`src/rtl/core/assert_macros.svh`:
```
// Assertion macros used by the RTL of the volume envelope block
`ifndef ASSERT_MACROS_SVH
`define ASSERT_MACROS_SVH

// check a property on every clock edge outside reset
`define ASSERT_CLK(label, prop) \
    label: assert property (@(posedge aclk) disable iff (!aresetn) (prop)) \
        else $error("assertion failed");

// check that a condition in one cycle forces a result in the next
`define ASSERT_NEXT(label, ante, cons) \
    label: assert property (@(posedge aclk) disable iff (!aresetn) (ante) |=> (cons)) \
        else $error("assertion failed");

`endif

```
`src/rtl/core/adsr_pkg.sv`:
```
// Types, register indexes and effect codes of the volume envelope block
`timescale 1ns / 1ps

package adsr_pkg;

    localparam int unsigned CfgAddrWidth = 5;

    localparam logic [2:0] REG_ATTACK_MAX    = 3'd0;
    localparam logic [2:0] REG_ATTACK_SPEED  = 3'd1;
    localparam logic [2:0] REG_DECAY_FLOOR   = 3'd2;
    localparam logic [2:0] REG_DECAY_SPEED   = 3'd3;
    localparam logic [2:0] REG_SUSTAIN_TICKS = 3'd4;
    localparam logic [2:0] REG_RELEASE_FLOOR = 3'd5;
    localparam logic [2:0] REG_RELEASE_SPEED = 3'd6;

    localparam logic [7:0] EFF_VOL_UP   = 8'h73;
    localparam logic [7:0] EFF_VOL_DOWN = 8'h74;
    localparam logic [7:0] EFF_SET_VOL  = 8'h7c;

    localparam logic [2:0] PH_CODE_ATTACK  = 3'd4;
    localparam logic [2:0] PH_CODE_DECAY   = 3'd3;
    localparam logic [2:0] PH_CODE_SUSTAIN = 3'd2;
    localparam logic [2:0] PH_CODE_RELEASE = 3'd1;
    localparam logic [2:0] PH_CODE_DONE    = 3'd0;

    typedef enum logic [4:0] {
        PH_DONE    = 5'b00001,
        PH_RELEASE = 5'b00010,
        PH_SUSTAIN = 5'b00100,
        PH_DECAY   = 5'b01000,
        PH_ATTACK  = 5'b10000
    } phase_t;

    typedef struct packed {
        logic       opcode;
        logic       later_tick;
        logic [7:0] effect_code;
        logic [7:0] effect_param;
        logic       has_instrument;
    } in_item_t;

    typedef struct packed {
        logic signed [8:0] channel_volume;
        logic [2:0]        envelope_phase;
    } out_item_t;

    typedef struct packed {
        logic [7:0] attack_max;
        logic [7:0] attack_speed;
        logic [7:0] decay_floor;
        logic [7:0] decay_speed;
        logic [7:0] sustain_ticks;
        logic [7:0] release_floor;
        logic [7:0] release_speed;
    } cfg_t;

    typedef struct packed {
        phase_t            phase;
        logic signed [8:0] level;
        logic [7:0]        hold_count;
    } env_state_t;

    function automatic logic [2:0] phase_code(phase_t ph);
        logic [2:0] code;
        unique case (ph)
            PH_ATTACK:  code = PH_CODE_ATTACK;
            PH_DECAY:   code = PH_CODE_DECAY;
            PH_SUSTAIN: code = PH_CODE_SUSTAIN;
            PH_RELEASE: code = PH_CODE_RELEASE;
            default:    code = PH_CODE_DONE;
        endcase
        return code;
    endfunction

endpackage

```
`src/rtl/core/adsr_volume_envelope.sv`:
```
// Top level of the volume envelope block: item registers, state and APB port
//
//   port group   direction   carries
//   s_*          in          one tick item per handshake
//   m_*          out         channel volume and phase for each tick
//   p*           in/out      APB access to the seven shape registers
//
// A tick item is taken into the input register, and its result then lands in
// the output register; one item per cycle is sustained while m_ready is high.
// The state update and result come from a single add, compare and clamp path.
// Reset is synchronous on aresetn and clears state, shape registers and valids.
// A stalled m_ready holds the result; s_ready drops only when both registers are full.
`timescale 1ns / 1ps
`include "assert_macros.svh"

module adsr_volume_envelope (
    input  logic                             aclk,
    input  logic                             aresetn,
    input  logic                             s_valid,
    output logic                             s_ready,
    input  adsr_pkg::in_item_t               s_item,
    output logic                             m_valid,
    input  logic                             m_ready,
    output adsr_pkg::out_item_t              m_item,
    input  logic                             psel,
    input  logic                             penable,
    input  logic                             pwrite,
    input  logic [adsr_pkg::CfgAddrWidth-1:0] paddr,
    input  logic [31:0]                      pwdata,
    output logic [31:0]                      prdata,
    output logic                             pready
);

    adsr_pkg::cfg_t       cfg;
    adsr_pkg::in_item_t   in_reg;
    logic                 in_valid_reg;
    logic                 in_valid_next;
    adsr_pkg::out_item_t  out_reg;
    adsr_pkg::out_item_t  out_next;
    logic                 out_valid_reg;
    logic                 out_valid_next;
    adsr_pkg::env_state_t state_reg;
    adsr_pkg::env_state_t state_next;
    logic                 advance;
    logic                 in_take;

    adsr_cfg_regs u_cfg (
        .aclk    (aclk),
        .aresetn (aresetn),
        .psel    (psel),
        .penable (penable),
        .pwrite  (pwrite),
        .paddr   (paddr),
        .pwdata  (pwdata),
        .prdata  (prdata),
        .pready  (pready),
        .cfg     (cfg)
    );

    adsr_step u_step (
        .cfg    (cfg),
        .cur    (state_reg),
        .item   (in_reg),
        .nxt    (state_next),
        .result (out_next)
    );

    assign advance = in_valid_reg && (!out_valid_reg || m_ready);
    assign s_ready = !in_valid_reg || advance;
    assign in_take = s_valid && s_ready;
    assign m_valid = out_valid_reg;
    assign m_item  = out_reg;

    always_comb begin
        in_valid_next = in_valid_reg;
        if (in_take) begin
            in_valid_next = 1'b1;
        end else if (advance) begin
            in_valid_next = 1'b0;
        end
        out_valid_next = out_valid_reg;
        if (advance) begin
            out_valid_next = 1'b1;
        end else if (m_ready) begin
            out_valid_next = 1'b0;
        end
    end

    always_ff @(posedge aclk) begin
        if (!aresetn) begin
            in_valid_reg     <= 1'b0;
            out_valid_reg    <= 1'b0;
            state_reg.phase  <= adsr_pkg::PH_DONE;
            state_reg.level  <= '0;
            state_reg.hold_count <= '0;
        end else begin
            in_valid_reg  <= in_valid_next;
            out_valid_reg <= out_valid_next;
            if (advance) begin
                state_reg <= state_next;
            end
        end
    end

    always_ff @(posedge aclk) begin
        if (in_take) begin
            in_reg <= s_item;
        end
        if (advance) begin
            out_reg <= out_next;
        end
    end

    `ASSERT_NEXT(a_advance_shows, advance, m_valid)
    `ASSERT_NEXT(a_state_holds, !advance, $stable(state_reg))
    `ASSERT_CLK(a_neg_volume, !(m_valid && m_item.channel_volume[8]) || (m_item.channel_volume == -9'sd1))
    `ASSERT_CLK(a_phase_onehot, $onehot(state_reg.phase))

endmodule

```
`src/rtl/core/adsr_cfg_regs.sv`:
```
// APB register file holding the envelope shape settings
`timescale 1ns / 1ps

module adsr_cfg_regs (
    input  logic                             aclk,
    input  logic                             aresetn,
    input  logic                             psel,
    input  logic                             penable,
    input  logic                             pwrite,
    input  logic [adsr_pkg::CfgAddrWidth-1:0] paddr,
    input  logic [31:0]                      pwdata,
    output logic [31:0]                      prdata,
    output logic                             pready,
    output adsr_pkg::cfg_t                   cfg
);

    adsr_pkg::cfg_t cfg_reg;
    adsr_pkg::cfg_t cfg_next;
    logic [2:0]     reg_idx;
    logic [7:0]     rd_byte;
    logic           wr_en;

    assign reg_idx = paddr[adsr_pkg::CfgAddrWidth-1:2];
    assign wr_en   = psel && penable && pwrite;
    assign pready  = 1'b1;
    assign cfg     = cfg_reg;

    always_comb begin
        cfg_next = cfg_reg;
        if (wr_en) begin
            unique case (reg_idx)
                adsr_pkg::REG_ATTACK_MAX:    cfg_next.attack_max    = pwdata[7:0];
                adsr_pkg::REG_ATTACK_SPEED:  cfg_next.attack_speed  = pwdata[7:0];
                adsr_pkg::REG_DECAY_FLOOR:   cfg_next.decay_floor   = pwdata[7:0];
                adsr_pkg::REG_DECAY_SPEED:   cfg_next.decay_speed   = pwdata[7:0];
                adsr_pkg::REG_SUSTAIN_TICKS: cfg_next.sustain_ticks = pwdata[7:0];
                adsr_pkg::REG_RELEASE_FLOOR: cfg_next.release_floor = pwdata[7:0];
                adsr_pkg::REG_RELEASE_SPEED: cfg_next.release_speed = pwdata[7:0];
                default:                     cfg_next = cfg_reg;
            endcase
        end
    end

    always_comb begin
        unique case (reg_idx)
            adsr_pkg::REG_ATTACK_MAX:    rd_byte = cfg_reg.attack_max;
            adsr_pkg::REG_ATTACK_SPEED:  rd_byte = cfg_reg.attack_speed;
            adsr_pkg::REG_DECAY_FLOOR:   rd_byte = cfg_reg.decay_floor;
            adsr_pkg::REG_DECAY_SPEED:   rd_byte = cfg_reg.decay_speed;
            adsr_pkg::REG_SUSTAIN_TICKS: rd_byte = cfg_reg.sustain_ticks;
            adsr_pkg::REG_RELEASE_FLOOR: rd_byte = cfg_reg.release_floor;
            adsr_pkg::REG_RELEASE_SPEED: rd_byte = cfg_reg.release_speed;
            default:                     rd_byte = 8'd0;
        endcase
    end

    assign prdata = {24'd0, rd_byte};

    always_ff @(posedge aclk) begin
        if (!aresetn) begin
            cfg_reg <= '0;
        end else begin
            cfg_reg <= cfg_next;
        end
    end

endmodule

```
`src/rtl/core/adsr_step.sv`:
```
// One envelope tick: phase step, row effects and channel volume
`timescale 1ns / 1ps

module adsr_step (
    input  adsr_pkg::cfg_t       cfg,
    input  adsr_pkg::env_state_t cur,
    input  adsr_pkg::in_item_t   item,
    output adsr_pkg::env_state_t nxt,
    output adsr_pkg::out_item_t  result
);

    always_comb begin
        adsr_pkg::phase_t  ph;
        logic signed [8:0] lv;
        logic [7:0]        hc;
        logic signed [10:0] lvw;
        logic signed [10:0] sum;
        logic signed [11:0] base;
        logic signed [11:0] adj;
        logic signed [11:0] p4;
        logic signed [8:0] vol;

        ph  = cur.phase;
        lv  = cur.level;
        hc  = cur.hold_count;
        sum = '0;
        base = '0;
        adj = '0;

        if (item.opcode) begin
            ph = adsr_pkg::PH_ATTACK;
            lv = '0;
            hc = '0;
        end

        lvw = {{2{lv[8]}}, lv};

        unique case (ph)
            adsr_pkg::PH_ATTACK: begin
                sum = lvw + $signed({3'b000, cfg.attack_speed});
                if (sum >= $signed({3'b000, cfg.attack_max})) begin
                    lv = $signed({1'b0, cfg.attack_max});
                    ph = adsr_pkg::PH_DECAY;
                end else begin
                    lv = sum[8:0];
                end
            end
            adsr_pkg::PH_DECAY: begin
                if (cfg.decay_speed == 8'd0) begin
                    ph = adsr_pkg::PH_SUSTAIN;
                end else begin
                    sum = lvw - $signed({3'b000, cfg.decay_speed});
                    if (sum <= $signed({3'b000, cfg.decay_floor})) begin
                        lv = $signed({1'b0, cfg.decay_floor});
                        ph = adsr_pkg::PH_SUSTAIN;
                    end else begin
                        lv = sum[8:0];
                    end
                end
            end
            adsr_pkg::PH_SUSTAIN: begin
                if (hc == cfg.sustain_ticks) begin
                    ph = adsr_pkg::PH_RELEASE;
                end else begin
                    hc = hc + 8'd1;
                end
            end
            adsr_pkg::PH_RELEASE: begin
                sum = lvw - $signed({3'b000, cfg.release_speed});
                if (sum <= $signed({3'b000, cfg.release_floor})) begin
                    lv = $signed({1'b0, cfg.release_floor});
                    ph = adsr_pkg::PH_DONE;
                end else begin
                    lv = sum[8:0];
                end
            end
            default: begin
                ph = cur.phase;
            end
        endcase

        vol = lv >>> 2;

        // slide the level once the envelope is done
        p4 = $signed({2'b00, item.effect_param, 2'b00});
        if (item.later_tick && ph == adsr_pkg::PH_DONE) begin
            base = item.has_instrument ? $signed({4'b0000, cfg.attack_max})
                                       : {{3{lv[8]}}, lv};
            if (item.effect_code == adsr_pkg::EFF_VOL_UP) begin
                adj = base + p4;
                lv  = (adj >= 12'sd256) ? -9'sd1 : adj[8:0];
            end else if (item.effect_code == adsr_pkg::EFF_VOL_DOWN) begin
                adj = base - p4;
                lv  = (adj < 12'sd0) ? 9'sd0 : adj[8:0];
            end
        end

        if (item.effect_code == adsr_pkg::EFF_SET_VOL) begin
            vol = $signed({1'b0, item.effect_param});
            lv  = (item.effect_param[7:6] != 2'b00) ? 9'sd255
                                                   : $signed({1'b0, item.effect_param[5:0], 2'b00});
        end

        nxt.phase      = ph;
        nxt.level      = lv;
        nxt.hold_count = hc;
        result.channel_volume = vol;
        result.envelope_phase = adsr_pkg::phase_code(ph);
    end

endmodule
```
`config.mk`:
```
export PLATFORM = sky130hd
export DESIGN_NAME = adsr_volume_envelope
export DESIGN_NICKNAME = d
export VERILOG_FILES = /design/src/rtl/core/adsr_pkg.sv /design/src/rtl/core/adsr_volume_envelope.sv /design/src/rtl/core/adsr_cfg_regs.sv /design/src/rtl/core/adsr_step.sv
export VERILOG_INCLUDE_DIRS = /design/src /design/src/rtl/core
export SDC_FILE = /design/constraint.sdc
export NUM_CORES = 1
export LEC_CHECK = 0
export ABC_AREA = 1
export ABC_CLOCK_PERIOD_IN_PS = 6200
export BUFFER_PORTS_ARGS = -buffer_cell sky130_fd_sc_hd__buf_2
export CORE_MARGIN = 2
export CORE_UTILIZATION = 35
export DETAILED_ROUTE_END_ITERATION = 10
export GPL_TIMING_DRIVEN = 0
export PLACE_DENSITY = 0.59
export SLEW_MARGIN = 5
export SYNTH_ARGS = -nofsm -noshare
export SYNTH_HDL_FRONTEND = slang
export SYNTH_SLANG_ARGS = --single-unit
```
`constraint.sdc`:
```
create_clock -name aclk -period 6.2 [get_ports aclk]
set_clock_uncertainty 0.2 [all_clocks]
set_input_delay 0.31 -clock aclk [delete_from_list [all_inputs] [get_ports aclk]]
set_output_delay 0.31 -clock aclk [all_outputs]
set_load 0.02 [all_outputs]
```
==> results of run 1 <==
final cells by class:
cell class | instances | area share [%]
buffer | 50 | 3.00
clock buffer | 9 | 2.02
clock inverter | 7 | 0.764
inverter | 200 | 6.94
multi-input combinational | 940 | 49.6
sequential | 111 | 22.7
tap | 324 | 3.64
timing repair buffer | 177 | 11.3
timing repair:
action,CTS,global route
cloned,1,0
endpoints found under the setup margin,9,12
buffers inserted,79,22
hold buffers,20,0
gates resized for setup,82,69
hold endpoints to repair,20,0
pin swaps,39,45
worst min path at each step:
stage | from | to | slack, ns | cells after the start
finish | m_ready | m_valid | 0.02 | 4
global route | m_ready | m_valid | 0.07 | 4
CTS | m_ready | m_valid | 0.01 | 4
detailed placement | state_reg[7] | state_reg[7] | 0.28 | 2
global placement | state_reg[3] | state_reg[3] | 0.27 | 2
floorplan | s_item[0] | in_reg[0] | 0.21 | 0
kinds of logic after synthesis:
logic type	Yosys count	share of synthesized area (%)
AOI/OAI and AO/OA	281	18.3
xor gates and xnor gates	32	3.27
adders and majority gates	61	9.18
buffers and inverters	251	12.5
DFF	111	29.6
other	2	0.0877
and+or+nand+nor	540	27.1
cells in the mapped netlist, drive strengths merged, types with 6 or more instances:
cell / n / area share (%)
xnor2: 6 / 0.61
nor4: 8 / 0.83
xor2: 26 / 2.7
nand3: 74 / 4.8
clkbuf: 20 / 0.88
nand2: 303 / 13
a21oi: 119 / 7.0
nor3: 15 / 0.94
buf: 31 / 2.8
o211ai: 6 / 0.53
nand4: 16 / 1.2
ha: 58 / 8.5
edfxtp: 31 / 11
nor2: 114 / 5.1
a211oi: 6 / 0.53
a21boi: 7 / 0.61
dfxtp: 80 / 19
o22ai: 12 / 0.88
inv: 195 / 8.5
o21ai: 107 / 6.3
stage by stage:
step,setup TNS (ns),cells,setup slack [ns]
2_1_floorplan,0,1301,0.283
3_3_place_gp,-11.39,1683,-1.29
3_5_place_dp,-11.81,1683,-1.33
4_1_cts,0,1798,0.00455
5_1_grt,-3.55,1818,-0.394
6_report,-0.0462,1818,-0.0386
where the power goes:
group	internal, µW	leakage [µW]	switching, µW
logic	383	0.00410	499
registers	774	0.000949	22.0
clock network	290	0.000147	318
total	1450	0.00520	839
tightest hold or removal path: cells and delay by family:
kind | cells | cell delay (ns)
buffers and inverters | 2 | 0.12
AND/OR/NAND/NOR | 1 | 0.06
AO/OA/AOI/OAI | 1 | 0.06
layout by cell type (no fill, tap or decap), types with 6 or more instances in the layout:
master	count
o211ai_1	6
inv_2	8
buf_4	119
nand2_1	264
dlygate4sd3_1	20
clkbuf_1	19
nor4_1	6
clkbuf_16	9
xnor2_1	6
nand4_1	16
nand3_2	13
buf_6	8
nand2_2	32
nor2_2	7
o21ai_1	7
edfxtp_1	31
o22ai_1	12
nand2_4	7
nor2_1	104
a21oi_1	107
dfxtp_1	80
ha_4	6
a211oi_1	6
inv_1	181
xor2_1	23
buf_2	59
a21oi_2	10
conb_1	25
nor3_1	14
ha_1	50
nand3_1	57
o21ai_0	91
o21ai_2	7
layer usage:
metal  vias to the layer above  track usage [%]
met2                       268             36.9
met4                         0             6.84
met1                      4259             30.7
met5                         -                0
met3                        45             4.47
li1                       4581                -
==> results.yml, run 1 <==
run_status:
  status: "complete, but fails checks"
  violations: "setup timing"
place:
  io_buffers: 58
  routabilityCongestion: 0.958
  dp_hpwl_mm: 22.8
  placed_cell_area_um2: 9340
finish:
  area_delta_synth_final_pct: 30.1
  drive_gt1_share_pct: 22.2
  seqCellArea_um2: 2530
  nFillCells: 2452
  stdcell_area_um2: 11100
  largest_reg_flops: 56
  multi_input_area_um2: 5530
  post-route-util_pct: 46.1
  diodes: 0
  final_nets: 1613
floorplan:
  rows: 57
  fp.dieH_um: 160
  die_area_um2: 25700
  ios: 110
  coreArea_um2: 24200
  die_x_um: 160
  start_util_pct: 35.4
global_routing:
  track_usage_pct: 22.8
  overflow: 0
  grt_pass1_vias: 8452
  grt_max_degree: 23
  grt_pass1_wl_mm: 45.6
  antenna_found_initial: 0
route:
  top_layer: "met4"
  drt_iter0_drc: 719
  wl_met3_mm: 1.71
  wl_met2_mm: 13.7
  ant_nets: 0
  viasPerCell: 5.03
  drc: 0
  finalWirelength_mm: 29.9
  vias: 9153
  avgRoutedWirePerCell_um: 16.5
  drt-met1-wl_mm: 13.9
  dr.pass1.iters: 6
synthesis:
  ys_ff_latch: 111
  avgSynthCellArea_um2: 6.70
  synth_edf_count: 31
  synthFlopType: "dfxtp_1"
  syn_area_um2: 8560
  yosys_warnings: 0
  async_reset_ff_share_pct: 0
  synthCells: 1278
  yosysSeqAreaShare_pct: 29.6
  synth_cell_type_count: 58
setup_path:
  worstSetupPathType: "reg -> reg"
  start_kind: "flop"
  critPathCaptureType: "flop"
  worstReg2RegEnd: "state_reg[11]"
  r2r_cells: 48
  slowest_delay_ns: 0.50
  arrival_ns: 6.30
  crit_end: "state_reg[11]"
  cp_top_family: "buffers and inverters"
  setup.worst_path.start: "in_reg[18]"
  worstPathMaxFanout: 7
  cp_num_buf_inv: 21
  cp.required_ns: 6.26
  cpMaxStageDelayCell: "edfxtp_1"
  r2r_slack_ns: -0.04
  worst-path-stages: 48
  r2r-start: "in_reg[18]"
  cp_common_cell: "buf_4"
sta:
  finalSetupViolCount: 2
  fin_crit_sh_pct: 101
  worst_slack_ns: -0.0386
  worst_pin_slew_ns: 0.976
  max_freq_mhz: 160
  drv_slew: 0
  rsz0062_at_grt: "yes"
  timing.hold.ws_ns: 0.0233
  max_slew_margin_pct: 34.4
  hold_viol_final: 0
  period_needed_ns: 6.24
clock_tree:
  cts_max_level: 3
  path_clk_slew_ns: 0.10
  cts_made_buffers: 9
  clkLatencyLatePin_ns: 0.38
  cts_tree: "yes"
  cts_buffer_depth: 2
  cts_sinks: 111
  cts_root_buf: "clkbuf_16"
power:
  vdd_drop_max_uv: 201
  total_power_uw: 2290
  p_leak_uw: 0.00520
  p_per_area_nw_per_um2: 205
job:
  cap_viol_max_count: 0
worst_hold_path:
  min-delay-path-class: "in -> reg"
No activity file was read; power rests on OpenSTA's default activity.
==> inputs of run 2 (changes only) <==
- ABC_AREA: 1 -> default
- GPL_ROUTABILITY_DRIVEN: default -> 0
- PLACE_DENSITY: 0.59 -> 0.58
==> results.yml, run 2 <==
run_status:
  status: "complete, but fails checks"
  violations: "setup timing"
sta:
  worst_pin_slew_ns: 1.08
  finalSetupViolCount: 9
  hold_viol_final: 0
  fin_crit_sh_pct: 115
  drv_slew: 0
  worst_slack_ns: -0.916
  period_needed_ns: 7.12
  timing.hold.ws_ns: 0.0323
  max_freq_mhz: 141
  rsz0062_at_grt: "yes"
  max_slew_margin_pct: 28.3
synthesis:
  yosys_warnings: 0
  ys_top_cells_by_area: "dfxtp_1 17%, edfxtp_1 9.9%, mux2i_1 8.0%, ha_1 7.7%, nor2_1 5.9%"
  syn_area_um2: 9420
  synth_edf_count: 31
  synthCells: 1148
  ys_ff_latch: 111
  synth_largest_area_cell: "dfxtp_1"
  synth.most_common_cell: "nor2_1"
  async_reset_ff_share_pct: 0
  synthFlopType: "dfxtp_1"
  yosys-top-cells-count: "148 x nor2_1, 92 x nand2_1, 80 x dfxtp_1"
  synth_cell_type_count: 106
  synth_top_area_share_pct: 17.0
  yosysSeqAreaShare_pct: 26.9
  avgSynthCellArea_um2: 8.20
clock_tree:
  cts_root_buf: "clkbuf_16"
  cts_made_buffers: 9
  cts_tree: "yes"
  cts_sinks: 111
  cts_buffer_depth: 2
  path_clk_slew_ns: 0.09
  cts_max_level: 3
  clkLatencyLatePin_ns: 0.38
place:
  io_buffers: 57
  place_ws_ns: -1.87
  dp_hpwl_mm: 24.9
setup_path:
  worstSetupPathType: "reg -> reg"
  cp.required_ns: 6.29
  critPathCaptureType: "flop"
  worstPathMaxFanout: 7
  slowest_delay_ns: 0.54
  cpMaxStageDelayCell: "or4_4"
  start_kind: "flop"
  arrival_ns: 7.21
global_routing:
  track_usage_pct: 23.1
  grt_pass1_vias: 9068
  overflow: 0
  grt_max_degree: 22
  antenna_found_initial: 0
  grt_pass1_wl_mm: 50.5
floorplan:
  fp.dieH_um: 168
  rows: 60
  coreArea_um2: 26700
  ios: 110
  start_util_pct: 35.3
  die_area_um2: 28200
  die_x_um: 168
power:
  p_leak_uw: 0.00475
  p_per_area_nw_per_um2: 176
  vdd_drop_max_uv: 169
finish:
  post-route-util_pct: 45.0
  nFillCells: 2642
  multi_input_area_um2: 6880
  final_common_cell: "nor2_1"
  drive_gt1_share_pct: 24.6
  seqCellArea_um2: 2530
  area_delta_synth_final_pct: 27.3
  final_nets: 1449
  largest_reg_flops: 56
  mostFrequentLayoutCells: "145 x nor2_1, 92 x buf_4, 84 x nand2_1"
  diodes: 0
route:
  vias: 9516
  drt_iter0_drc: 971
  avgRoutedWirePerCell_um: 19.9
  finalWirelength_mm: 33.2
  drc: 0
  dr.pass1.iters: 6
  viasPerCell: 5.69
  ant_nets: 0
job:
  cap_viol_max_count: 0
worst_hold_path:
  min-delay-path-class: "in -> reg"
run 2: path summary, 6_finish.rpt:
path | depth (start not counted) | end | from | slack, ns
setup / recovery | 34 | state_reg[10] | in_reg[18] | -0.92
hold reg to reg | 2 | u_cfg.cfg[36] | u_cfg.cfg[36] | 0.31
setup reg to reg | 34 | state_reg[10] | in_reg[18] | -0.92
hold / removal | 4 | m_valid | m_ready | 0.03
run 2: worst max-delay path: cells and delay by family (launching register included):
family | cells | cell delay (ns)
multiplexers | 1 | 0.29
AND/OR/NAND/NOR | 8 | 1.69
adder cells (fa/ha/maj) | 4 | 0.91
AO/OA/AOI/OAI | 15 | 2.68
buffers and inverters | 5 | 0.57
XOR/XNOR | 1 | 0.28
flip-flops | 1 | 0.41
run 2: cells by family after synthesis:
logic type / count (synthesis) / share of synthesized area, %
buffers and inverters: 158 / 8.13
adder cells (fa/ha/maj): 62 / 8.46
AND/OR/NAND/NOR: 379 / 19.5
XOR/XNOR: 50 / 4.65
multiplexers: 83 / 9.29
other: 2 / 0.0797
flip-flops: 111 / 26.9
AO/OA/AOI/OAI: 303 / 23.0
run 2: routing by layer:
layer	share of wire [%]	GRT usage (%)	up-vias
met2	46	39.1	444
met3	7.3	3.17	101
met5	0	0	-
met4	4.4	10.5	0
li1	-	-	4448
met1	42	29.4	4523
run 2: power by group:
| part | total (µW) | switching (µW) | internal, µW |
|---|---|---|---|
| Sequential | 788 | 19.9 | 768 |
| Clock | 655 | 326 | 329 |
| Combinational | 664 | 373 | 291 |
| Total | 2110 | 719 | 1390 |
run 2: what timing repair did:
item,4_1_cts,5_1_grt
endpoints found under the hold margin,20,0
hold buffers,20,0
pin swaps,50,31
setup endpoints to repair,9,10
buffers inserted,63,16
gates resized for setup,84,36
run 2: cell type report:
type / instances / area share (%)
Timing Repair Buffer: 145 / 8.43
Multi-Input combinational cell: 902 / 57.4
Clock inverter: 7 / 0.793
Inverter: 74 / 2.48
Tap cell: 341 / 3.56
Clock buffer: 9 / 1.88
Sequential cell: 111 / 21.1
Buffer: 82 / 4.38
run 2: per-stage QoR:
stage	power (µW)	cells	area, µm²	setup TNS, ns
6_report	2110	1671	12000	-7.71
5_1_grt	2190	1671	12000	-10.00
4_1_cts	2080	1667	11800	-8.21
3_5_place_dp	1320	1569	10400	-15.87
3_3_place_gp	1310	1569	10400	-15.76
2_1_floorplan	1180	1171	9650	-2.70
==> inputs of run 3 (changes only) <==
- CELL_PAD_IN_SITES_DETAIL_PLACEMENT: default -> 1
- CELL_PAD_IN_SITES_GLOBAL_PLACEMENT: default -> 2
- CORE_UTILIZATION: 35 -> 32
- PLACE_DENSITY: 0.58 -> 0.81
==> results.yml, run 3 (synthesized netlist as in run 2, its figures left out) <==
run_status:
  status: "complete, but fails checks"
  violations: "setup timing"
setup_path:
  cp_top_family: "simple AND/OR/NAND/NOR gates"
  worstSetupPathType: "reg -> reg"
  slowest_delay_ns: 0.60
  critPathCaptureType: "flop"
  arrival_ns: 7.41
  cp.required_ns: 6.29
  r2r_slack_ns: -1.12
  cp_num_buf_inv: 6
  worstPathMaxFanout: 4
  start_kind: "flop"
  cpMaxStageDelayCell: "or4_4"
finish:
  largest_reg_flops: 56
  drive_gt1_share_pct: 24.9
  mostFrequentLayoutCells: "144 x nor2_1, 87 x buf_4, 86 x nand2_1"
  area_delta_synth_final_pct: 29.2
  final_common_cell: "nor2_1"
  final_nets: 1452
sta:
  rsz0062_at_grt: "yes"
  fin_crit_sh_pct: 118
  finalSetupViolCount: 9
  max_slew_margin_pct: 14.5
  drv_slew: 0
  worst_slack_ns: -1.12
  timing.hold.ws_ns: 0.0589
  hold_viol_final: 0
  worst_pin_slew_ns: 1.28
  max_freq_mhz: 137
  period_needed_ns: 7.32
global_routing:
  grt_pass1_wl_mm: 57.3
  overflow: 0
  grt_pass1_vias: 9821
  antenna_found_initial: 0
  grt_max_degree: 22
  track_usage_pct: 24.4
route:
  ant_nets: 0
  drc: 0
  viasPerCell: 5.61
  vias: 9633
  drt_iter0_drc: 603
  avgRoutedWirePerCell_um: 22.2
  dr.pass1.iters: 5
  finalWirelength_mm: 38.1
clock_tree:
  path_clk_slew_ns: 0.07
  cts_root_buf: "clkbuf_16"
  cts_tree: "yes"
  cts_buffer_depth: 2
  cts_max_level: 3
  clkLatencyLatePin_ns: 0.37
  cts_sinks: 111
  cts_made_buffers: 9
worst_hold_path:
  min-delay-path-class: "in -> reg"
place:
  io_buffers: 57
  dp_hpwl_mm: 28.2
  place_ws_ns: -2.05
power:
  p_per_area_nw_per_um2: 174
  total_power_uw: 2120
  vdd_drop_max_uv: 139
  seqPwrFrac_pct: 37.2
  p_clk_share_pct: 29.4
  p_leak_uw: 0.00478
  sw_frac_of_total_pct: 33.2
  p_sw_uw: 704
  power_frac_comb_pct: 33.5
  internal_power_uw: 1420
floorplan:
  die_area_um2: 30800
  die_x_um: 176
  fp.dieH_um: 176
  ios: 110
  rows: 62
  start_util_pct: 32.6
  coreArea_um2: 28900
job:
  cap_viol_max_count: 0
run 3: changes by cell type in the layout (fill, tap and decap cells not counted), sizes merged:
cell    change
buf         +4
clkbuf      +2
clkinv      -1
diode       +1
inv         -4
run 3: through the flow:
step / instance area (µm²) / util, % / std cells / setup TNS [ns]
after global routing: 12200 / 42.2 / 1715 / -11.76
final: 12200 / 42.2 / 1716 / -9.31
after global placement: 10400 / 36.1 / 1612 / -17.41
after detailed placement: 10400 / 36.2 / 1613 / -17.80
after floorplan: 9650 / - / 1171 / -2.70
after CTS: 11800 / 40.8 / 1704 / -9.61
run 3: metal layers:
metal	global-route usage, %	up-vias	routed length, µm
li1	-	4474	-
met1	30.6	4798	16400
met2	42.7	293	18600
met3	3.31	68	1770
met4	8.92	0	1360
met5	0	-	0
run 3: power groups by stage:
stage	clock network, µW	registers (µW)	logic [µW]
2_1_floorplan	0	802	381
3_3_place_gp	0	803	519
3_5_place_dp	0	803	528
4_1_cts	628	787	646
5_1_grt	656	790	759
6_report	622	788	709
run 3: worst paths after layout:
| check | from | endpoint | cells after the start |
|---|---|---|---|
| worst max-delay path | in_reg[18] | state_reg[10] | 34 |
| worst min-delay path | m_ready | m_valid | 4 |
| worst max register to register | in_reg[18] | state_reg[10] | 34 |
| worst min register to register | u_cfg.cfg[36] | u_cfg.cfg[36] | 2 |
run 3: worst min-delay path, stage by stage:
cell	delay (ns)
buf_2	0.07
nor2b_1	0.06
nor2_1	0.09
nor2_1	0.05
run 3: final cells by class:
| type | count | area [µm²] |
|---|---|---|
| Buffer | 82 | 527 |
| Sequential cell | 111 | 2540 |
| Clock buffer | 12 | 278 |
| Clock inverter | 2 | 26.3 |
| Multi-Input combinational cell | 902 | 6950 |
| Tap cell | 384 | 480 |
| Antenna cell | 1 | 2.50 |
| Fill cell | 3449 | 16700 |
| Inverter | 74 | 303 |
| Timing Repair Buffer | 148 | 1060 |
run 3: timing repair:
action / CTS / global route
pin swaps: 60 / 49
setup endpoints to repair: 9 / 10
gates resized for setup: 85 / 55
setup buffers: 59 / 22
endpoints found under the hold margin: 20 / 0
hold buffers: 20 / 0
